==> config.mk <==
export PLATFORM = sky130hd
export DESIGN_NAME = fasmd_cell
export DESIGN_NICKNAME = d
export VERILOG_FILES = /design/src/design/fasmd_pkg.sv /design/src/design/fasmd_cell.sv
export SDC_FILE = /design/constraint.sdc
export NUM_CORES = 1
export LEC_CHECK = 0
export BUFFER_PORTS_ARGS = -buffer_cell sky130_fd_sc_hd__buf_2
export CAP_MARGIN = 15
export CORE_ASPECT_RATIO = 0.9
export CORE_MARGIN = 3
export CORE_UTILIZATION = 45
export CTS_CLUSTER_SIZE = 40
export DETAILED_ROUTE_END_ITERATION = 10
export PLACE_DENSITY = 0.74
export SLEW_MARGIN = 25
export SYNTH_ARGS = -nofsm -noshare
export SYNTH_HDL_FRONTEND = slang
export SYNTH_SLANG_ARGS = --single-unit
==> constraint.sdc <==
create_clock -name clock -period 3.8 [get_ports clock]
set_clock_uncertainty 0.1 [all_clocks]
set_input_delay 0.38 -clock clock [delete_from_list [all_inputs] [get_ports clock]]
set_output_delay 0.38 -clock clock [all_outputs]
set_load 0.1 [all_outputs]
==> src/design/fasmd_pkg.sv <==
// Package for the truncating float add/sub/mul/div unit.
// Holds the format constants, operation and status codes.
`timescale 1ns / 1ps
`default_nettype none
package fasmd_pkg;
   localparam int MantBitsDefault = 24;
   localparam int ExpBitsDefault  = 8;

   typedef enum logic [1:0] {
      KIND_ADD = 2'd0,
      KIND_SUB = 2'd1,
      KIND_MUL = 2'd2,
      KIND_DIV = 2'd3
   } kind_type;

   typedef enum logic [1:0] {
      ST_OK        = 2'd0,
      ST_OVERFLOW  = 2'd1,
      ST_UNDERFLOW = 2'd2,
      ST_DIVZERO   = 2'd3
   } status_type;
endpackage
`default_nettype wire

==> src/design/fasmd_cell.sv <==
// One cell of the operation chain: a restoring divide step and a
// shift-add multiply step on the word handed in by the previous cell.
// Depends on fasmd_pkg.
`timescale 1ns / 1ps
`default_nettype none
module fasmd_cell
   import fasmd_pkg::*;
#(
   parameter int MANT_BITS = MantBitsDefault,
   parameter int EXP_BITS  = ExpBitsDefault,
   parameter int STEP      = 0
) (
   input  wire logic                   clock,
   input  wire logic                   reset,
   input  wire logic                   valid_in,
   input  wire logic [1:0]             kind_in,
   input  wire logic                   neg_in,
   input  wire logic signed [EXP_BITS+2:0] ex_in,
   input  wire logic [MANT_BITS-1:0]   ma_in,
   input  wire logic [MANT_BITS-1:0]   mb_in,
   input  wire logic [MANT_BITS:0]     rem_in,
   input  wire logic [2*MANT_BITS-1:0] acc_in,
   input  wire logic [2:0]             flag_in,
   output logic                        valid_out,
   output logic [1:0]                  kind_out,
   output logic                        neg_out,
   output logic signed [EXP_BITS+2:0]  ex_out,
   output logic [MANT_BITS-1:0]        ma_out,
   output logic [MANT_BITS-1:0]        mb_out,
   output logic [MANT_BITS:0]          rem_out,
   output logic [2*MANT_BITS-1:0]      acc_out,
   output logic [2:0]                  flag_out
);
   localparam int BitIdx = 2*MANT_BITS - 1 - STEP;

   logic                      valid_ff;
   logic [1:0]                kind_ff;
   logic                      neg_ff;
   logic signed [EXP_BITS+2:0] ex_ff;
   logic [MANT_BITS-1:0]      ma_ff, mb_ff;
   logic [MANT_BITS:0]        rem_ff, rem_in_c;
   logic [2*MANT_BITS-1:0]    acc_ff, acc_in_c;
   logic [2:0]                flag_ff;
   logic [MANT_BITS+1:0]      shifted, diff;
   logic                      bit_c;

   always_comb begin
      rem_in_c = rem_in;
      acc_in_c = acc_in;
      bit_c = 1'b0;
      if (BitIdx >= MANT_BITS)
         bit_c = ma_in[(BitIdx >= MANT_BITS) ? BitIdx - MANT_BITS : 0];
      shifted = {rem_in, bit_c};
      diff = shifted - {2'b00, mb_in};
      if (kind_in == KIND_DIV) begin
         if (!diff[MANT_BITS+1]) begin
            rem_in_c = diff[MANT_BITS:0];
            acc_in_c = {acc_in[2*MANT_BITS-2:0], 1'b1};
         end else begin
            rem_in_c = shifted[MANT_BITS:0];
            acc_in_c = {acc_in[2*MANT_BITS-2:0], 1'b0};
         end
      end else if (kind_in == KIND_MUL && STEP < MANT_BITS) begin
         if (mb_in[(STEP < MANT_BITS) ? STEP : 0])
            acc_in_c = acc_in +
               ({{MANT_BITS{1'b0}}, ma_in} << ((STEP < MANT_BITS) ? STEP : 0));
      end
   end

   always_ff @(posedge clock) begin
      if (reset) valid_ff <= 1'b0;
      else       valid_ff <= valid_in;
      kind_ff <= kind_in;
      neg_ff  <= neg_in;
      ex_ff   <= ex_in;
      ma_ff   <= ma_in;
      mb_ff   <= mb_in;
      rem_ff  <= rem_in_c;
      acc_ff  <= acc_in_c;
      flag_ff <= flag_in;
   end

   assign valid_out = valid_ff;
   assign kind_out  = kind_ff;
   assign neg_out   = neg_ff;
   assign ex_out    = ex_ff;
   assign ma_out    = ma_ff;
   assign mb_out    = mb_ff;
   assign rem_out   = rem_ff;
   assign acc_out   = acc_ff;
   assign flag_out  = flag_ff;
endmodule
`default_nettype wire

==> results of run 1 <==
synthesized netlist by cell type (9+ instances only):
cell	count	share of area, %
dfxtp_1	139	38
nand2_1	98	5.0
a21oi_1	88	6.0
nor2_1	59	3.0
o21ai_0	55	3.7
ha_1	48	8.2
inv_1	44	2.2
clkbuf_1	23	1.2
xnor2_1	23	2.7
nor2b_1	22	1.9
xor2_1	22	2.6
nand3_1	20	1.4
nor3_1	18	1.2
a21o_1	16	1.6
a211oi_1	13	1.3
nand4_1	13	1.1
a221oi_1	11	1.3
mux2i_1	10	1.4
a31oi_1	9	0.76
o21a_1	9	0.92
o22ai_1	9	0.76
per-layer routing:
metal | GRT usage [%] | wire [um] | part of all wire (%) | vias to the layer above
li1 | - | - | - | 3793
met3 | 7.19 | 2100 | 8.9 | 37
met4 | 7.01 | 349 | 1.5 | 0
met5 | 0 | 0 | 0 | -
met2 | 42.7 | 11000 | 47 | 333
met1 | 33.1 | 10100 | 43 | 3532
worst min-delay path by stage:
stage	from	cells past startpoint	to	slack, ns
floorplan	ex_in[0]	0	ex_out[0]$_DFF_P_	0.31
global placement	ex_in[3]	1	ex_out[3]$_DFF_P_	0.38
detailed placement	ex_in[7]	1	ex_out[7]$_DFF_P_	0.39
CTS	reset	2	valid_out$_SDFF_PP0_	0.005
global route	reset	2	valid_out$_SDFF_PP0_	0.004
finish	reset	2	valid_out$_SDFF_PP0_	0.02
cell families after synthesis:
logic type / share of synthesized area (%)
AO/OA/AOI/OAI: 24.2
XOR/XNOR: 5.35
adder cells (fa/ha/maj): 8.70
buffers and inverters: 4.74
flip-flops: 37.8
multiplexers: 1.36
AND/OR/NAND/NOR: 17.8
where the power goes:
| part | total [mW] | internal [mW] | switching [mW] |
|---|---|---|---|
| combinational | 1.83 | 0.447 | 1.38 |
| clock | 1.62 | 0.929 | 0.689 |
| sequential | 1.60 | 1.57 | 0.0299 |
registers in the layout, indices dropped and copies added (netlist names):
signal,flops
mb_out,24
valid_out,1
ex_out,11
rem_out,25
neg_out,1
ma_out,24
acc_out,48
kind_out,2
flag_out,3
through the flow:
stage	setup slack, ns	hold slack, ns	cells	area (sq um)	utilization (%)
floorplan	0.914	0.308	869	7360	-
global placement	0.313	0.382	1324	8920	56.8
detailed placement	0.245	0.385	1324	8920	56.8
CTS	0.119	0.00462	1416	10100	64.2
global route	0.0575	0.00434	1416	10100	64.3
finish	0.316	0.0215	1416	10100	64.3
final cells by class:
type	count	area share (%)
Multi-Input combinational cell	650	42.0
Clock buffer	18	4.35
Clock inverter	14	1.31
Tap cell	202	2.50
Inverter	44	1.64
Sequential cell	139	27.6
Timing Repair Buffer	349	20.6
timing repair:
item | 4_1_cts | 5_1_grt
endpoints found under the hold margin | 60 | 0
hold buffers | 60 | 0
resized for setup | 0 | 2
endpoints found under the setup margin | 0 | 13
buffers inserted | 0 | 0
placed cells by master (no fill, tap or decap), drive strengths merged, types with 4 or more instances in the layout:
cell         count
nand3           20
dfxtp          139
o211ai           5
nor2            59
clkbuf          18
inv             50
a21boi           8
buf            289
xnor2           23
nand2b           4
dlygate4sd3     60
a21o            16
o2111ai          4
o21ai           62
mux2i           10
a21oi           89
nand2           99
xor2            22
ha              48
or2              5
o21a             9
a31oi           10
clkinv           4
and3             7
a221oi          11
a22oi            4
o22ai            9
nand4           13
and2             6
nor2b           22
a311oi           4
a211oi          13
nor4             4
nor3            18
a211o            4
==> results_dict.tcl, run 1 <==
set metrics [dict create \
    cp_data_arrival_time_ns 3.66 \
    hp-class "in2reg" \
    wl_mm 23.6 \
    port_buffers 279 \
    regArea_sq_um 2780 \
    crit_buf_inv 3 \
    syn_nets 1060 \
    wl_per_cell_um 16.7 \
    cp-start-kind "input pin" \
    grt.total_usage_pct 25.7 \
    cp-end-kind "flip-flop" \
    cts_sinks 139 \
    p_leak_nw 4.77 \
    first_global_vias 7318 \
    grt_max_degree 42 \
    max_cap_viol_count 0 \
    io_pins 280 \
    die_h_um 127 \
    async_flop_share_pct 0 \
    p_total_mw 5.05 \
    slew_violations 0 \
    power_density_nw_per_um2 501 \
    setup_tns_ns 0 \
    critPathKind "in2reg" \
    outcome "complete, no violations" \
    cp_slowest_stage_delay_ns 0.58 \
    irDropWorstVdd_mv 0.395 \
    fmax_mhz 287 \
    drive_gt1_share_pct 28.5 \
    grt_pass1_wl_mm 37.3 \
    grt-ovfl-total 0 \
    cp_top_family "compound AO/OA/AOI/OAI gates" \
    tightest_slew_ns 0.899 \
    hold_viol_final 0 \
    syn_avg_cell_area_sq_um 8.47 \
    antenna_left 0 \
    worstSetupEndpoint "acc_out[40]$_DFF_P_" \
    start_util_pct 46.9 \
    ys_ff_latch 139 \
    dieArea_sq_um 17900 \
    antenna_found_initial 0 \
    cts_made_buffers 17 \
    yosys_warnings 0 \
    cp.required_ns 3.97 \
    antenna_cells 0 \
    drt_iter0_drc 515 \
    nFillCells 1353 \
    ys_seq_area_share_pct 37.8 \
    clkTransAtPathRegs_ns 0.06 \
    crit_top_cell "o21a_1" \
    critPathMaxFanout 4 \
    cts_tree "yes" \
    core_area_sq_um 15700 \
    area_delta_synth_final_pct 37.1 \
    h-tree-depth 4 \
    cts_buffer_depth 2 \
    row_count 43 \
    synth_cell_types 79 \
    rsz0062_at_grt "no" \
    max-slew-margin-rel_pct 39.4 \
    first_pass_iters 5 \
    vias 7695 \
    period_share_pct 91.7 \
    netlist_area_sq_um 7360 \
    syn_inst 869 \
    fin_crit_ns 3.48 \
    finalSetupViolCount 0 \
    multi_input_area_sq_um 4240 \
    drc 0 \
    cp_cell_sequence "dlygate4sd3_1, buf_2, ha_1, inv_1, fa_1, nor2b_1, o21a_1, o21a_1, a21oi_2, a2111oi_2, o2111ai_1, a21boi_1, xnor2_1, o21ai_0" \
    die_w_um 141 \
    final_nets 1392 \
    setup.worst_path.start "ma_in[0]" \
    clock-root-buffer "clkbuf_16" \
    synth_ff_type "dfxtp_1" \
    hpwl_mm 17.0 \
    synth_edf_count 0 \
    vias_per_cell 5.43 \
    path_depth 14 \
    gp_congestion 0.885 \
    crit_slowest_cell "a2111oi_2" \
]
Note: power is estimated with default switching activity, not from simulation.
==> run 2, diff against run 1 <==
ABC_AREA = 1   (was default)
PLACE_DENSITY = 0.72   (was 0.74)
==> results_dict.tcl, run 2 <==
set metrics [dict create \
    synth_top_cells_by_area "dfxtp_1 (33%), nand2_1 (22%), inv_1 (9.7%)" \
    cts_buffer_depth 2 \
    wl_met1_mm 12.7 \
    critPathMaxFanout 25 \
    max_cap_viol_count 0 \
    cp-start-kind "input pin" \
    final_nets 1895 \
    wl_met2_mm 13.1 \
    highest_layer "met5" \
    max-slew-margin-rel_pct 43.3 \
    cts_resized 0 \
    hold_viol_final 0 \
    p_sw_share_pct 42.3 \
    wl_mm 28.6 \
    cts_tree "yes" \
    vias 9658 \
    setup_tns_ns 0 \
    area_delta_synth_final_pct 34.0 \
    final_cell_mix "nand2_1 (507), buf_2 (279), inv_1 (217)" \
    grt.total_usage_pct 27.5 \
    synth_edf_count 0 \
    synth_fa_ha_area_share_pct 7.55 \
    synth_ff_type "dfxtp_1" \
    yosys_warnings 0 \
    setup.worst_path.start "mb_in[15]" \
    netlist_area_sq_um 8480 \
    die_h_um 136 \
    grt_max_degree 80 \
    rsz0062_at_grt "no" \
    slew_violations 0 \
    vias_per_cell 4.93 \
    fin_util_pct 62.9 \
    multi_input_area_sq_um 4740 \
    outcome "complete, no violations" \
    grt-ovfl-total 0 \
    nFillCells 1757 \
    synth_top_family_by_area "simple AND/OR/NAND/NOR gates" \
    finalSetupViolCount 0 \
    place_ws_ns 1.12 \
    port_buffers 279 \
    p_int_mw 3.06 \
    start_util_pct 46.9 \
    syn_nets 1554 \
    finalInstanceArea_sq_um 11400 \
    worstSetupEndpoint "rem_out[11]$_DFF_P_" \
    synth_top_area_share_pct 32.8 \
    cp_data_arrival_time_ns 3.01 \
    syn_avg_cell_area_sq_um 6.22 \
    period_share_pct 73.4 \
    cts_sinks 139 \
    wl_per_cell_um 14.6 \
    finalWorstSetupSlack_ns 1.01 \
    power.share.clock_pct 34.6 \
    clkTransAtPathRegs_ns 0.07 \
    p_total_mw 5.31 \
    die_w_um 151 \
    wl_met3_mm 2.09 \
    largest_reg_flops 48 \
    first_pass_iters 6 \
    muxShareOfSynthArea_pct 0 \
    synthTopCellsByCount "nand2_1 (508), inv_1 (218), nand3_1 (143)" \
    ys_ff_latch 139 \
    yosys.area_share.simple_pct 39.4 \
    row_count 46 \
    irDropWorstVdd_mv 0.385 \
    dieArea_sq_um 20500 \
    cts_made_buffers 17 \
    drc 0 \
    p_sw_mw 2.24 \
    clock-root-buffer "clkbuf_16" \
    p_leak_nw 6.36 \
    layout_commonest_cell "nand2_1" \
    gp_congestion 0.949 \
    ys_seq_area_share_pct 32.8 \
    whs_ns 0.0212 \
    p_seq_share_pct 30.2 \
    first_global_vias 9190 \
    drive_gt1_share_pct 19.5 \
    synth_cell_types 39 \
    cp-end-kind "flip-flop" \
    async_flop_share_pct 0 \
    grt_pass1_wl_mm 45.1 \
    regArea_sq_um 2780 \
    hp-class "in2reg" \
    yosysMostFrequentCell "nand2_1" \
    synth_top_area_cell "dfxtp_1" \
    fmax_mhz 358 \
    dp.cells 1860 \
    p_comb_share_pct 35.2 \
    power_density_nw_per_um2 467 \
    hpwl_mm 22.0 \
    synth-compound-area-share_pct 7.61 \
    drt_iter0_drc 652 \
    synth_xor_area_share_pct 1.34 \
    antenna_left 0 \
    h-tree-depth 4 \
    critPathKind "in2reg" \
    placed_area_sq_um 10100 \
    fin_crit_ns 2.79 \
    instances_no_fill 1958 \
    core_area_sq_um 18100 \
    tightest_slew_ns 0.850 \
    io_pins 280 \
    antenna_found_initial 3 \
    cp.required_ns 4.02 \
    syn_inst 1363 \
]
## run 2: cell count changes in the layout (fill, tap and decap cells not counted), sizes merged, moves of 16 or more
cell / previous run / this run
inv: 50 / 230
nor2: 59 / 82
nand2: 99 / 512
a21oi: 89 / 56
nor2b: 22 / 0
xor2: 22 / 1
nand3: 20 / 144
o21ai: 62 / 46
## run 2: power by group through the flow
stage	Sequential [mW]	Combinational, mW	Clock [mW]
after floorplan	2.47	0.578	0
after global placement	1.63	1.79	0
after detailed placement	1.63	1.80	0
after CTS	1.60	1.86	1.86
after global routing	1.61	2.00	1.92
final	1.60	1.87	1.83
## run 2: cell type report
cell class	count	share of cell area, %
diodes	1	0.0220
inverters	219	7.23
repair buffers	348	18.3
flip-flops and latches	139	24.5
clock inverters	15	1.89
clock buffers	17	3.74
multi-input cells	979	41.7
well taps	240	2.64
## run 2: how the worst min path moves through the flow
stage | slack (ns) | depth (start not counted) | end | startpoint
2_1_floorplan | 0.31 | 0 | ex_out[0]$_DFF_P_ | ex_in[0]
3_3_place_gp | 0.38 | 1 | flag_out[0]$_DFF_P_ | flag_in[0]
3_5_place_dp | 0.38 | 1 | ex_out[10]$_DFF_P_ | ex_in[10]
4_1_cts | 0.01 | 1 | mb_out[0]$_DFF_P_ | mb_in[0]
5_1_grt | 0.02 | 1 | mb_out[0]$_DFF_P_ | mb_in[0]
6_report | 0.02 | 1 | mb_out[0]$_DFF_P_ | mb_in[0]
## run 2: critical path, cell delays in order
cell,delay (ns)
dlygate4sd3_1,0.52
buf_2,0.11
inv_1,0.04
ha_1,0.34
nand2_1,0.17
inv_1,0.05
a21oi_1,0.21
nand2_1,0.13
a21oi_1,0.19
nand3_1,0.13
nand2_2,0.44
nand2_1,0.12
nand3_1,0.11
nand2_1,0.06
## run 2: cells by family (layout without fill, tap and decap cells)
group / count (synthesis) / after routing
buf+inv: 245 / 599
compound gates: 120 / 120
other cells: 0 / 1
simple gates: 796 / 796
flops: 139 / 139
fa+ha+maj: 50 / 50
xor+xnor: 13 / 13
## run 2: routing by layer
metal / global-route usage (%) / up-vias
li1: - / 4965
met1: 35.5 / 4314
met2: 45.6 / 321
met3: 6.27 / 54
met4: 8.91 / 4
met5: 0 / -
## run 2: timing repair
| item | 4_1_cts | 5_1_grt |
|---|---|---|
| hold buffers | 65 | 0 |
| setup buffers | 0 | 0 |
| setup endpoints to repair | 0 | 0 |
| hold endpoints to repair | 65 | 0 |
